<file path="src/rtl/sidec_pkg.sv">
// Shared types and constants for the signed integer to decimal text converter.
// Used by sidec_front, sidec_back and the top level; no dependencies.
`timescale 1ns / 1ps
`default_nettype none

package sidec_pkg;

  localparam int VALUE_W     = 32;
  localparam int CHAR_W      = 8;
  // Wide enough for 9 * 10^9
  localparam int THR_W       = 34;
  localparam int QUEUE_DEPTH = 2;
  localparam int QPTR_W      = $clog2(QUEUE_DEPTH);
  localparam int QCNT_W      = $clog2(QUEUE_DEPTH + 1);
  localparam int POS_W       = 4;

  localparam logic [POS_W-1:0]  TOP_POS    = 4'd9;
  localparam logic [CHAR_W-1:0] CHAR_MINUS = 8'd45;
  localparam logic [CHAR_W-1:0] CHAR_ZERO  = 8'd48;

  // One classified request: sign flag and unsigned magnitude
  typedef struct packed {
    logic               negative;
    logic [VALUE_W-1:0] mag;
  } item_t;

  // Head of the queue as seen by the back end
  typedef struct packed {
    logic  valid;
    item_t item;
  } queue_head_t;

  // Decimal place weights
  function automatic logic [THR_W-1:0] pow10(input logic [POS_W-1:0] pos);
    logic [THR_W-1:0] w;
    unique case (pos)
      4'd0:    w = 34'd1;
      4'd1:    w = 34'd10;
      4'd2:    w = 34'd100;
      4'd3:    w = 34'd1000;
      4'd4:    w = 34'd10000;
      4'd5:    w = 34'd100000;
      4'd6:    w = 34'd1000000;
      4'd7:    w = 34'd10000000;
      4'd8:    w = 34'd100000000;
      4'd9:    w = 34'd1000000000;
      default: w = '0;
    endcase
    return w;
  endfunction

endpackage

`default_nettype wire

</file>
<file path="src/rtl/sidec_front.sv">
// Front end: accepts integers, splits them into sign and magnitude and
// holds them in a two-entry queue. Depends on sidec_pkg.
`timescale 1ns / 1ps
`default_nettype none

module sidec_front import sidec_pkg::*; (
  input  wire logic                      clk,
  input  wire logic                      rst,
  input  wire logic                      in_valid,
  output logic                           in_stall,
  input  wire logic signed [VALUE_W-1:0] value,
  output queue_head_t                    head,
  input  wire logic                      pop
);

  item_t              store [QUEUE_DEPTH];
  logic [QPTR_W-1:0]  wr_ptr;
  logic [QPTR_W-1:0]  rd_ptr;
  logic [QCNT_W-1:0]  count;
  logic               push;
  logic               do_pop;
  logic [VALUE_W-1:0] raw;
  item_t              cls;

  // Classify: sign bit and two's complement magnitude
  always_comb begin
    raw          = value;
    cls.negative = raw[VALUE_W-1];
    cls.mag      = raw[VALUE_W-1] ? (~raw + 32'd1) : raw;
  end

  assign in_stall = (count == QCNT_W'(QUEUE_DEPTH));
  assign push     = in_valid && !in_stall;
  assign do_pop   = pop && (count != '0);

  assign head.valid = (count != '0);
  assign head.item  = store[rd_ptr];

  // Queue storage
  always_ff @(posedge clk) begin
    if (push) begin
      store[wr_ptr] <= cls;
    end
  end

  // Queue pointers and fill count
  always_ff @(posedge clk) begin
    if (rst) begin
      wr_ptr <= '0;
      rd_ptr <= '0;
      count  <= '0;
    end else begin
      if (push) begin
        wr_ptr <= wr_ptr + QPTR_W'(1);
      end
      if (do_pop) begin
        rd_ptr <= rd_ptr + QPTR_W'(1);
      end
      if (push && !do_pop) begin
        count <= count + QCNT_W'(1);
      end else if (!push && do_pop) begin
        count <= count - QCNT_W'(1);
      end
    end
  end

endmodule

`default_nettype wire

</file>
<file path="src/rtl/sidec_back.sv">
// Back end: turns one queued magnitude at a time into sign and decimal
// digits, most significant first, held by out_stall. Depends on sidec_pkg.
`timescale 1ns / 1ps
`default_nettype none

module sidec_back import sidec_pkg::*; (
  input  wire logic         clk,
  input  wire logic         rst,
  input  wire queue_head_t  head,
  output logic              pop,
  output logic              out_valid,
  input  wire logic         out_stall,
  output logic [CHAR_W-1:0] text_char,
  output logic              last
);

  typedef enum logic [2:0] {
    ST_IDLE  = 3'b001,
    ST_SIGN  = 3'b010,
    ST_DIGIT = 3'b100
  } state_t;

  state_t             state;
  logic [VALUE_W-1:0] rem;
  logic [POS_W-1:0]   pos;
  logic               started;

  logic               slot_free;
  logic [THR_W-1:0]   thr [1:9];
  logic [3:0]         digit;
  logic [THR_W-1:0]   sub;
  logic [VALUE_W-1:0] rem_next;
  logic               emit;
  logic [CHAR_W-1:0]  char_next;
  logic               last_next;

  assign slot_free = !out_valid || !out_stall;
  assign pop       = (state == ST_IDLE) && head.valid;

  // Digit select: largest multiple of the place weight that fits
  always_comb begin
    digit = 4'd0;
    sub   = '0;
    for (int d = 1; d <= 9; d++) begin
      thr[d] = pow10(pos) * THR_W'(d);
      if ({2'b00, rem} >= thr[d]) begin
        digit = 4'(d);
        sub   = thr[d];
      end
    end
    rem_next = rem - sub[VALUE_W-1:0];
  end

  // Character to emit this cycle
  always_comb begin
    emit      = 1'b0;
    char_next = CHAR_ZERO;
    last_next = 1'b0;
    unique case (state)
      ST_SIGN: begin
        emit      = 1'b1;
        char_next = CHAR_MINUS;
      end
      ST_DIGIT: begin
        emit      = (digit != 4'd0) || started || (pos == '0);
        char_next = CHAR_ZERO + CHAR_W'(digit);
        last_next = (pos == '0);
      end
      default: begin
        emit = 1'b0;
      end
    endcase
  end

  // Sequencer
  always_ff @(posedge clk) begin
    if (rst) begin
      state   <= ST_IDLE;
      started <= 1'b0;
    end else begin
      unique case (state)
        ST_IDLE: begin
          if (head.valid) begin
            started <= 1'b0;
            state   <= head.item.negative ? ST_SIGN : ST_DIGIT;
          end
        end
        ST_SIGN: begin
          if (slot_free) begin
            state <= ST_DIGIT;
          end
        end
        ST_DIGIT: begin
          if (slot_free) begin
            if (digit != 4'd0) begin
              started <= 1'b1;
            end
            if (pos == '0) begin
              state <= ST_IDLE;
            end
          end
        end
        default: begin
          state <= ST_IDLE;
        end
      endcase
    end
  end

  // Working magnitude and digit position
  always_ff @(posedge clk) begin
    if (state == ST_IDLE && head.valid) begin
      rem <= head.item.mag;
      pos <= TOP_POS;
    end else if (state == ST_DIGIT && slot_free) begin
      rem <= rem_next;
      if (pos != '0) begin
        pos <= pos - POS_W'(1);
      end
    end
  end

  // Output register
  always_ff @(posedge clk) begin
    if (rst) begin
      out_valid <= 1'b0;
    end else if (slot_free) begin
      out_valid <= emit;
    end
  end

  always_ff @(posedge clk) begin
    if (slot_free && emit) begin
      text_char <= char_next;
      last      <= last_next;
    end
  end

endmodule

`default_nettype wire

</file>
<file path="src/rtl/signed_int_to_decimal_ascii_core.sv">
// Converts each signed 32-bit integer into its decimal ASCII text: an
// optional '-', then the digits most significant first with no leading
// zeros (zero gives "0"); last marks the final digit of each number. A
// front end takes an integer per cycle while in_stall is low into a
// two-entry queue; the back end loads a number in its idle state, emits
// the sign if negative, then steps through the ten decimal places from
// 10^9 down to 10^0, stretched by any out_stall, and loads the next
// number only after the last place. Depends on sidec_pkg.
`timescale 1ns / 1ps
`default_nettype none

module signed_int_to_decimal_ascii_core import sidec_pkg::*; (
  input  wire logic                      clk,
  input  wire logic                      rst,
  input  wire logic                      in_valid,
  output logic                           in_stall,
  input  wire logic signed [VALUE_W-1:0] value,
  output logic                           out_valid,
  input  wire logic                      out_stall,
  output logic [CHAR_W-1:0]              text_char,
  output logic                           last
);

  queue_head_t head;
  logic        pop;

  // Request intake and classification
  sidec_front u_front (
    .clk      (clk),
    .rst      (rst),
    .in_valid (in_valid),
    .in_stall (in_stall),
    .value    (value),
    .head     (head),
    .pop      (pop)
  );

  // Digit generation and output register
  sidec_back u_back (
    .clk       (clk),
    .rst       (rst),
    .head      (head),
    .pop       (pop),
    .out_valid (out_valid),
    .out_stall (out_stall),
    .text_char (text_char),
    .last      (last)
  );

endmodule

`default_nettype wire
</file>
<file path="config.mk">
export PLATFORM = sky130hd
export DESIGN_NAME = signed_int_to_decimal_ascii_core
export DESIGN_NICKNAME = d
export VERILOG_FILES = /design/src/rtl/sidec_pkg.sv /design/src/rtl/sidec_front.sv /design/src/rtl/sidec_back.sv /design/src/rtl/signed_int_to_decimal_ascii_core.sv
export SDC_FILE = /design/constraint.sdc
export NUM_CORES = 1
export LEC_CHECK = 0
export ABC_CLOCK_PERIOD_IN_PS = 9000
export BUFFER_PORTS_ARGS = -buffer_cell sky130_fd_sc_hd__buf_2
export CAP_MARGIN = 20
export CORE_ASPECT_RATIO = 1.4
export CORE_MARGIN = 4
export CORE_UTILIZATION = 36
export DETAILED_ROUTE_END_ITERATION = 7
export GPL_TIMING_DRIVEN = 0
export PLACE_DENSITY_LB_ADDON = 0.12
export SLEW_MARGIN = 20
export SYNTH_ARGS = -nofsm -noshare
export SYNTH_HDL_FRONTEND = slang
export SYNTH_MEMORY_MAX_BITS = 65536
export SYNTH_SLANG_ARGS = --single-unit
</file>
<file path="constraint.sdc">
create_clock -name clk -period 9 [get_ports clk]
set_input_delay 0.9 -clock clk [delete_from_list [all_inputs] [get_ports clk]]
set_output_delay 0.9 -clock clk [all_outputs]
set_load 0.05 [all_outputs]
</file>
# [Word-level counts from Yosys, hierarchy flattened]
# Memories as Yosys holds them, arrays and structs flattened. A register that Yosys moved wholly into a read port is not among the register bits.
# Index checks and enable logic that the tools add are counted.
[classes] addsub=8 n_mul=5 n_lt_le_gt_ge=9 eq_ne=9 mux=57 n_bitwise=1 n_reduce_logical=25
[op_table] cell="2-to-1 mux 32 bit" count=12
[op_table] cell="greater-or-equal comparator 32 x 34 -> 1 bit" count=9
[op_table] cell="2-to-1 mux 4 bit" count=20
[op_table] cell="multiplier 34 x 3 -> 34 bit (second input constant)" count=2
[op_table] cell="multiplier 34 x 2 -> 33 bit (second input constant)" count=1
[op_table] cell="multiplier 34 x 2 -> 34 bit (second input constant)" count=1
[op_table] cell="multiplier 34 x 4 -> 34 bit (second input constant)" count=1
[op_table] cell="adder 32 x 1 -> 32 bit (second input constant)" count=1
[op_table] cell="inverter 32 bit" count=1
[op_table] cell="subtractor 32 bit" count=1
[op_table] cell="2-to-1 mux 3 bit" count=9
[op_table] cell="case mux 8 bit (2 select lines)" count=1
[op_table] cell="inequality test 2 x 1 -> 1 bit (second input constant)" count=5
[op_table] cell="case mux 3 bit (3 select lines)" count=1
[op_table] cell="2-to-1 mux 1 bit" count=8
[op_table] cell="2-to-1 mux 2 bit" count=4
[op_table] cell="AND reduction 4 bit" count=2
[op_table] cell="nonzero test 2 bit" count=4
[op_table] cell="nonzero test 4 bit" count=2
[op_table] cell="adder 6 x 4 -> 7 bit (first input constant)" count=1
[op_table] cell="logical AND 1 bit" count=7
[op_table] cell="logical NOT 1 bit" count=5
[op_table] cell="logical NOT 4 bit" count=1
[op_table] cell="case mux 1 bit (2 select lines)" count=2
[op_table] cell="other kinds (10)" count=13
[word_totals] ff_bits=54 ramBits=66 rom_bits=4320 in_bits=36 output_inout_bits=11 elab_cells=134 mem_count=10
[mem_list] name="(no name shown)" depth=16 width=30 read_ports=1 rd_ports_with_merged_regs=1 wr=0 line="sidec_pkg.sv:36" text="unique case (pos)"
[mem_list] name="(no name shown)" depth=16 width=30 read_ports=1 rd_ports_with_merged_regs=1 wr=0 line="sidec_pkg.sv:36"
[mem_list] name="(no name shown)" depth=16 width=30 read_ports=1 rd_ports_with_merged_regs=1 wr=0 line="sidec_pkg.sv:36"
[mem_list] name="(no name shown)" depth=16 width=30 read_ports=1 rd_ports_with_merged_regs=1 wr=0 line="sidec_pkg.sv:36"
[mem_list] name="(no name shown)" depth=16 width=30 read_ports=1 rd_ports_with_merged_regs=1 wr=0 line="sidec_pkg.sv:36"
[mem_list] name="(no name shown)" depth=16 width=30 read_ports=1 rd_ports_with_merged_regs=1 wr=0 line="sidec_pkg.sv:36"
[mem_list] name="+4 memories"

# [Longest topological paths before layout]
# Gate-level depths: netlist of the first run.
[logic_depth] ltp_word=15 ltp_mapped=39 ltp_nobuf=37

# [Hierarchy]
# Synthesis of the first run repeated with hierarchy kept, for this count alone.
[hier_totals] cells_unflattened=2541 area_unflattened_um2=21598.2
[by_module_without_submodules] mod="sidec_back" instances=1 cells_each=2315 area_each_um2=18243.7 seq_area_each_um2=1781.7
[by_module_without_submodules] mod="sidec_front" instances=1 cells_each=226 area_each_um2=3354.5 seq_area_each_um2=2082.0

# [Least setup slack after synthesis of the first run]
# OpenSTA, ideal clock, no wires.
[synth_path] path_kind="reg-to-reg" from="register, netlist name u_back.thr[40]" to="register u_back.rem[30] (data pin)" setup_time_ns=0.269 arrival_ns=8.378 required_ns=8.731 path_slack_ns=0.353 stages_incl_launch_ff=37 path_buffers=2 synth_period_minus_slack_ns=8.647 path_cell_list="dfxtp_1 -> ha_1 -> ha_1 -> fa_1 -> a211oi_1 -> o21ai_1 -> a311oi_1 -> nor3b_1 -> a21o_1 -> a221o_1 -> a21boi_0 -> o21bai_1 -> xnor2_1 -> ha_1 -> nand4_1 -> or4_1 -> or2_0 -> o32a_1 -> a311oi_1 -> or2_1 -> buf_2 -> buf_2 -> a21oi_1 -> a2111oi_0 -> o21ai_0 -> ha_1 -> o21ai_0 -> a21oi_1 -> o2111ai_1 -> and4_1 -> nor4_1 -> o31ai_1 -> o21ai_0 -> or3_1 -> a31oi_1 -> xor2_1 -> o21ai_0"
[synth_between] elab_chain_len=6
[synth_rtl] item="greater-or-equal comparator 32 x 34 -> 1 bit" line="sidec_back.sv:46" text="if ({2'b00, rem} >= thr[d]) begin"
[synth_rtl] item="2-to-1 mux 32 bit * (2 in a row)" line="sidec_back.sv:46"
[synth_rtl] item="subtractor 32 bit *" line="sidec_back.sv:51" text="rem_next = rem - sub[VALUE_W-1:0];"
[synth_rtl] item="2-to-1 mux 32 bit *" line="sidec_back.sv:115" text="end else if (state == ST_DIGIT && slot_free) begin"
[synth_rtl] item="2-to-1 mux 32 bit *" line="sidec_back.sv:112" text="if (state == ST_IDLE && head.valid) begin"
[synth_rtl] item="end signal, assigned" line="sidec_back.sv:113" text="rem <= head.item.mag;"
[synth_rtl] item="end signal, assigned" line="sidec_back.sv:116" text="rem <= rem_next;"
[synth_rtl] item="end, declared" line="sidec_back.sv:24" text="logic [VALUE_W-1:0] rem;"
# Mark *: on every way between the ends. The rest lies on a longest branch, timed or not. The select of a mux whose other input is x is not followed.
# A chain may end at the register's enable or synchronous reset.

# [Worst setup path after layout of the first run]
[layout_path] from="register, netlist name u_back.thr[46]" to="register u_back.rem[30] (data pin)"
[layout_between] elab_chain_len=6
[layout_rtl] item="greater-or-equal comparator 32 x 34 -> 1 bit" line="sidec_back.sv:46"
[layout_rtl] item="2-to-1 mux 32 bit * (2 in a row)" line="sidec_back.sv:46"
[layout_rtl] item="subtractor 32 bit *" line="sidec_back.sv:51"
[layout_rtl] item="2-to-1 mux 32 bit *" line="sidec_back.sv:115"
[layout_rtl] item="2-to-1 mux 32 bit *" line="sidec_back.sv:112"
# Marked as above.

==> out/metrics.csv, run 1 <==
stage;metric;value;unit
global_routing;grt_max_degree;33;
timing;rsz0062_at_grt;true;
logic_synthesis;yosys.area.top_type;ha_1;
worst_setup_path;cp.required;9160;ps
floorplan;initial_utilization;0.366;
layout;fillers;5842;
floorplan;die_h;298;µm
hold_path;whs_path_depth;2;
timing;setup_viol;0;
worst_setup_path;critPathMaxFanout;12;
drt;wirelength;91000;µm
logic_synthesis;dominantRegCellSynth;edfxtp_1;
logic_synthesis;synthDistinctLibCells;109;
clocking;postCtsHoldBufs;0;
worst_setup_path;cp.arrival;9110;ps
timing;hold_viol;0;
worst_setup_path;path_delay_family;compound AO/OA/AOI/OAI gates;
layout;design_area;25100;µm²
global_routing;grt_pass1_vias;21200;
logic_synthesis;synth-seq-area-share;0.179;
drt;drc;0;
timing;tightest_slew;1080;ps
worst_setup_path;end_kind;register;
timing;tns;0;ps
worst_setup_path;r2r_slack;60;ps
global_routing;track_usage;0.270;
layout;fin_cells;3435;
status;status;completed;
logic_synthesis;synthCells;2535;
worst_setup_path;cp_slowest_cell;dfxtp_4;
floorplan;die_width;215;µm
worst_setup_path;ff2ff_path_depth;30;
worst_setup_path;startpoint_type;register;
drt;vias_per_cell;6.17;
worst_setup_path;reg2reg_from;u_back.thr[46];
layout;post_route_cells_drive_above_1_share;0.149;
timing;finalClockSkew;15.2;ps
floorplan;core_area;59000;µm²
hold_path;hold_path.class;reg -> reg;
drt;ant_nets;0;
placement;place.gp.congestion;1.04;
layout;area_growth;16.2;%
timing;slew_violations;0;
worst_setup_path;critical_path.max_stage_delay;500;ps
clocking;clkTransAtPathRegs;70;ps
logic_synthesis;async_flop_share;0;
clocking;cts_buffers;17;
floorplan;rows;105;
timing;max_freq;0.112;GHz
drt;wl_per_cell;26.5;µm
timing;slew_headroom;0.276;
timing;period_share;0.994;
placement;dp_hpwl;73100;µm
global_routing;antenna_found_initial;0;
drt;num_vias;21200;
timing;hold_ws;519;ps
clocking;htree_num_levels;4;
placement;portBuffers;43;
clocking;root_buffer;clkbuf_16;
clocking;clk_latency;440;ps
drt;firstDrtPassIters;5;
hold_path;worstHoldStart;u_front.rd_ptr;
worst_setup_path;worstReg2RegEnd;u_back.rem[30];
clocking;cts_tree;done;
global_routing;grt_pass1_wl;131000;µm
floorplan;die-area;63900;µm²
logic_synthesis;synth_edf_count;104;
timing;fin_crit;8940;ps
worst_setup_path;critPathBufInv;2;
logic_synthesis;synthTopCellsByArea;ha_1 25%, edfxtp_1 14%, a21oi_1 5.4%;
logic_synthesis;ys_warn_count;0;
clocking;cts.sinks;141;
drt;drtIter0Drc;1554;
clocking;cts_max_path_buffers;2;
worst_setup_path;crit_type;reg -> reg;
global_routing;globalRouteOverflowTotal;0;
placement;placed_area;22800;µm²
logic_synthesis;synth_top_area_frac;0.248;
placement;placedCellCount;3331;
layout;nNetsFinal;3164;
floorplan;pin_count;47;
logic_synthesis;ys_seq_elements;141;
flow_run;cap_violations;0;
logic_synthesis;avgSynthCellArea;8.51;µm²
layout;diodes;0;
logic_synthesis;netlist_area;21600;µm²
layout by cell type (no fill, tap or decap), drive strengths merged, types with 13 or more instances in the layout:
cell,count
ha,427
a21oi,235
nand2,185
o21ai,163
nor2,156
buf,140
edfxtp,104
inv,103
a21o,100
xnor2,89
clkbuf,77
nand3,64
xor2,63
nor3,50
nand4,45
a211oi,41
nor2b,37
dfxtp,37
nand2b,35
o31ai,33
o21a,32
fa,28
mux2i,27
a31oi,27
and3,25
o21bai,25
or2,22
o211ai,18
and2,18
nor4,17
or3,16
a22oi,14
a221oi,14
or4,13
synth_stat cells, drive strengths merged (9+ instances only):
cell type and instances:
or4 13, a21oi 235, o21ai 163, buf 21, nor2b 37, xnor2 89, a221o 11, o31a 9
dfxtp 37, nor3 50, o211ai 18, nand4 45, a21boi 11, a221oi 14, edfxtp 104, o22ai 12
nand2 185, a22oi 14, a31o 10, a21o 100, a211oi 41, or3 16, nand3 64, xor2 63
o31ai 33, a31oi 27, ha 427, or2 22, o21bai 25, nor2 156, o41ai 10, and3 25
a2111oi 12, mux2i 27, nand2b 35, clkbuf 61, nor4 17, o21a 32, inv 96, o221ai 9
and2 18, fa 28, o311ai 10
how the worst max path moves through the flow:
| stage | from | endpoint | cells after the start |
|---|---|---|---|
| after floorplan | u_back.thr[40] | u_back.rem[30] | 36 |
| after global placement | u_back.thr[60] | u_back.rem[30] | 37 |
| after detailed placement | u_back.thr[40] | u_back.rem[30] | 37 |
| after CTS | u_back.thr[38] | u_back.rem[30] | 38 |
| after global routing | u_back.thr[37] | u_back.rem[31] | 40 |
| final | u_back.thr[46] | u_back.rem[30] | 30 |
flip-flops by register name, summed over array words and instances, names as in the netlist, named ones only:
name	count
u_front.rd_ptr	1
u_back.out_valid	1
u_back.state	3
u_back.thr	23
u_back.text_char	5
u_back.last	1
u_back.rem	32
u_back.started	1
u_front.count	2
u_front.wr_ptr	1
u_back.pos	4
u_front.store	66
cells by family after synthesis:
family,count (synthesis),share of synthesized area
and+or+nand+nor,711,0.165
muxes,34,0.0162
adders and majority gates,455,0.274
DFF,141,0.179
buffers and inverters,180,0.0336
AOI/OAI and AO/OA,857,0.268
xor gates and xnor gates,155,0.0649
other,2,0.000348
through the flow:
step	worst slack, ps	util
3_3_place_gp	-3080	0.385
2_1_floorplan	353	-
4_1_cts	-9.61	0.411
5_1_grt	-73.2	0.425
3_5_place_dp	-2710	0.386
6_report	55.3	0.425
area by class of cell:
cell class                      instances  area [µm²]  share of cell area
Inverter                               98         383              0.0153
Buffer                                 81         468              0.0187
Clock inverter                         15         236             0.00944
Tap cell                              749         937              0.0374
Multi-Input combinational cell       2215       17800               0.712
Clock buffer                           17         425              0.0170
Sequential cell                       141        3940               0.157
Timing Repair Buffer                  119         830              0.0331
worst min-delay path, cell delays in order, from the launching register on:
cell     delay (ps)
dfxtp_1         330
xnor2_1          80
nor2_1           80
timing repair:
action / in CTS / in global routing
setup endpoints to repair: 37 / 20
gates resized for setup: 174 / 111
buffers inserted: 29 / 44
pin swaps: 31 / 55
routing by layer:
metal / vias to the layer above / track usage / routed length, µm
li1: 9982 / - / -
met1: 10300 / 0.303 / 35100
met2: 711 / 0.489 / 45100
met3: 243 / 0.0224 / 3710
met4: 0 / 0.174 / 7000
met5: - / 0 / 0
Power of run 1 is left out: the tool's default activity adds up to more than one toggle a clock period on the data nets, which glitch-free logic cannot reach.
==> inputs of run 2 (changes only) <==
CORE_MARGIN = 2   (was 4)
CORE_UTILIZATION = 40   (was 36)
==> out/metrics.csv, run 2 (synthesis results as in run 1) <==
stage;metric;value;unit
clocking;cts_tree;done;
drt;firstDrtPassIters;5;
timing;hold_viol;0;
floorplan;die-area;55800;µm²
drt;drtIter0Drc;1394;
timing;max_freq;0.112;GHz
layout;fillers;5251;
layout;regMostFlops;u_front.store;
clocking;root_buffer;clkbuf_16;
layout;post_route_cells_drive_above_1_share;0.157;
layout;mostFrequentLayoutCell;ha_1;
floorplan;pin_count;47;
global_routing;grt_pass1_wl;134000;µm
drt;ant_nets;0;
worst_setup_path;reg2reg_from;u_back.thr[40];
worst_setup_path;cp.required;9160;ps
floorplan;die_width;200;µm
placement;dp_hpwl;73900;µm
floorplan;initial_utilization;0.406;
drt;num_vias;21300;
layout;final_core_util;0.473;
floorplan;die_h;279;µm
status;status;completed;
timing;slew_headroom;0.339;
layout;nNetsFinal;3187;
timing;finalClockSkew;17.9;ps
worst_setup_path;critPathBufInv;4;
worst_setup_path;cp_slowest_cell;or4_4;
worst_setup_path;crit_type;reg -> reg;
global_routing;globalRouteOverflowTotal;0;
placement;portBuffers;43;
worst_setup_path;end_kind;register;
worst_setup_path;startpoint_type;register;
timing;tightest_slew;991;ps
layout;fin_cells;3424;
clocking;cts.sinks;141;
clocking;clkTransAtPathRegs;70;ps
drt;wl_per_cell;26.7;µm
worst_setup_path;critPathMaxFanout;8;
clocking;postCtsHoldBufs;0;
worst_setup_path;cp_common_cell;ha_1;
drt;vias_per_cell;6.21;
clocking;htree_num_levels;4;
timing;slew_violations;0;
layout;area_growth;16.7;%
worst_setup_path;crit_start;u_back.thr[40];
clocking;clk_latency;440;ps
layout;layout_common_cells;414 x ha_1, 219 x a21oi_1, 177 x nand2_1;
clocking;cts_buffers;17;
global_routing;antenna_found_initial;0;
floorplan;rows;100;
timing;period_share;0.993;
worst_setup_path;cp.arrival;9100;ps
placement;place.gp.congestion;1.01;
flow_run;cap_violations;0;
timing;fin_crit;8940;ps
hold_path;worstHoldStart;u_front.rd_ptr;
worst_setup_path;critical_path.max_stage_delay;510;ps
floorplan;core_area;53200;µm²
drt;drc;0;
layout;largest_register_ff_count;66;
clocking;cts_max_path_buffers;2;
worst_setup_path;path_delay_family;compound AO/OA/AOI/OAI gates;
timing;rsz0062_at_grt;true;
hold_path;hold_path.class;reg -> reg;
global_routing;grt_max_degree;33;
drt;wirelength;91500;µm
global_routing;track_usage;0.319;
global_routing;grt_pass1_vias;21600;
timing;setup_viol;0;
placement;placedCellCount;3296;
run 2: stage by stage:
stage               worst slack (ps)  TNS, ps  hold WS [ps]  instance area [µm²]
finish                          60.9        0           518                25200
global route                    -119     -368           541                25200
CTS                             3.67        0           521                24200
detailed placement             -2670   -47760           499                22700
global placement               -3140   -61450           495                22700
floorplan                        353        0           453                21600
run 2: area by class of cell:
| type | count | area, µm² | share of cell area |
|---|---|---|---|
| flip-flops and latches | 141 | 3940 | 0.156 |
| well taps | 714 | 893 | 0.0355 |
| plain buffers | 81 | 479 | 0.0190 |
| multi-input cells | 2215 | 17800 | 0.708 |
| diodes | 1 | 2.50 | 0.0000994 |
| clock buffers | 20 | 500 | 0.0199 |
| clock inverters | 12 | 129 | 0.00512 |
| repair buffers | 142 | 1020 | 0.0405 |
| inverters | 98 | 383 | 0.0152 |
run 2: worst paths after layout:
kind                          to  slack [ps]  depth (start not counted)
setup reg to reg  u_back.rem[30]          60                         35
hold reg to reg   u_front.rd_ptr         520                          2
hold / removal    u_front.rd_ptr         520                          2
setup / recovery  u_back.rem[30]          60                         35
run 2: metal layers:
layer | routed length [µm] | global-route usage
met4 | 6660 | 0.210
met5 | 0 | 0
met2 | 46100 | 0.583
met3 | 3680 | 0.0250
met1 | 35100 | 0.355
run 2: tightest hold or removal path, cell delays in order, from the launching register on:
cell	delay (ps)
dfxtp_1	330
xnor2_1	80
nor2_1	80
run 2: repair_timing:
| item | 4_1_cts | 5_1_grt |
|---|---|---|
| buffers inserted | 27 | 69 |
| pin swaps | 31 | 58 |
| endpoints found under the setup margin | 37 | 19 |
| resized for setup | 174 | 111 |
Power of run 2 is left out for the same reason.
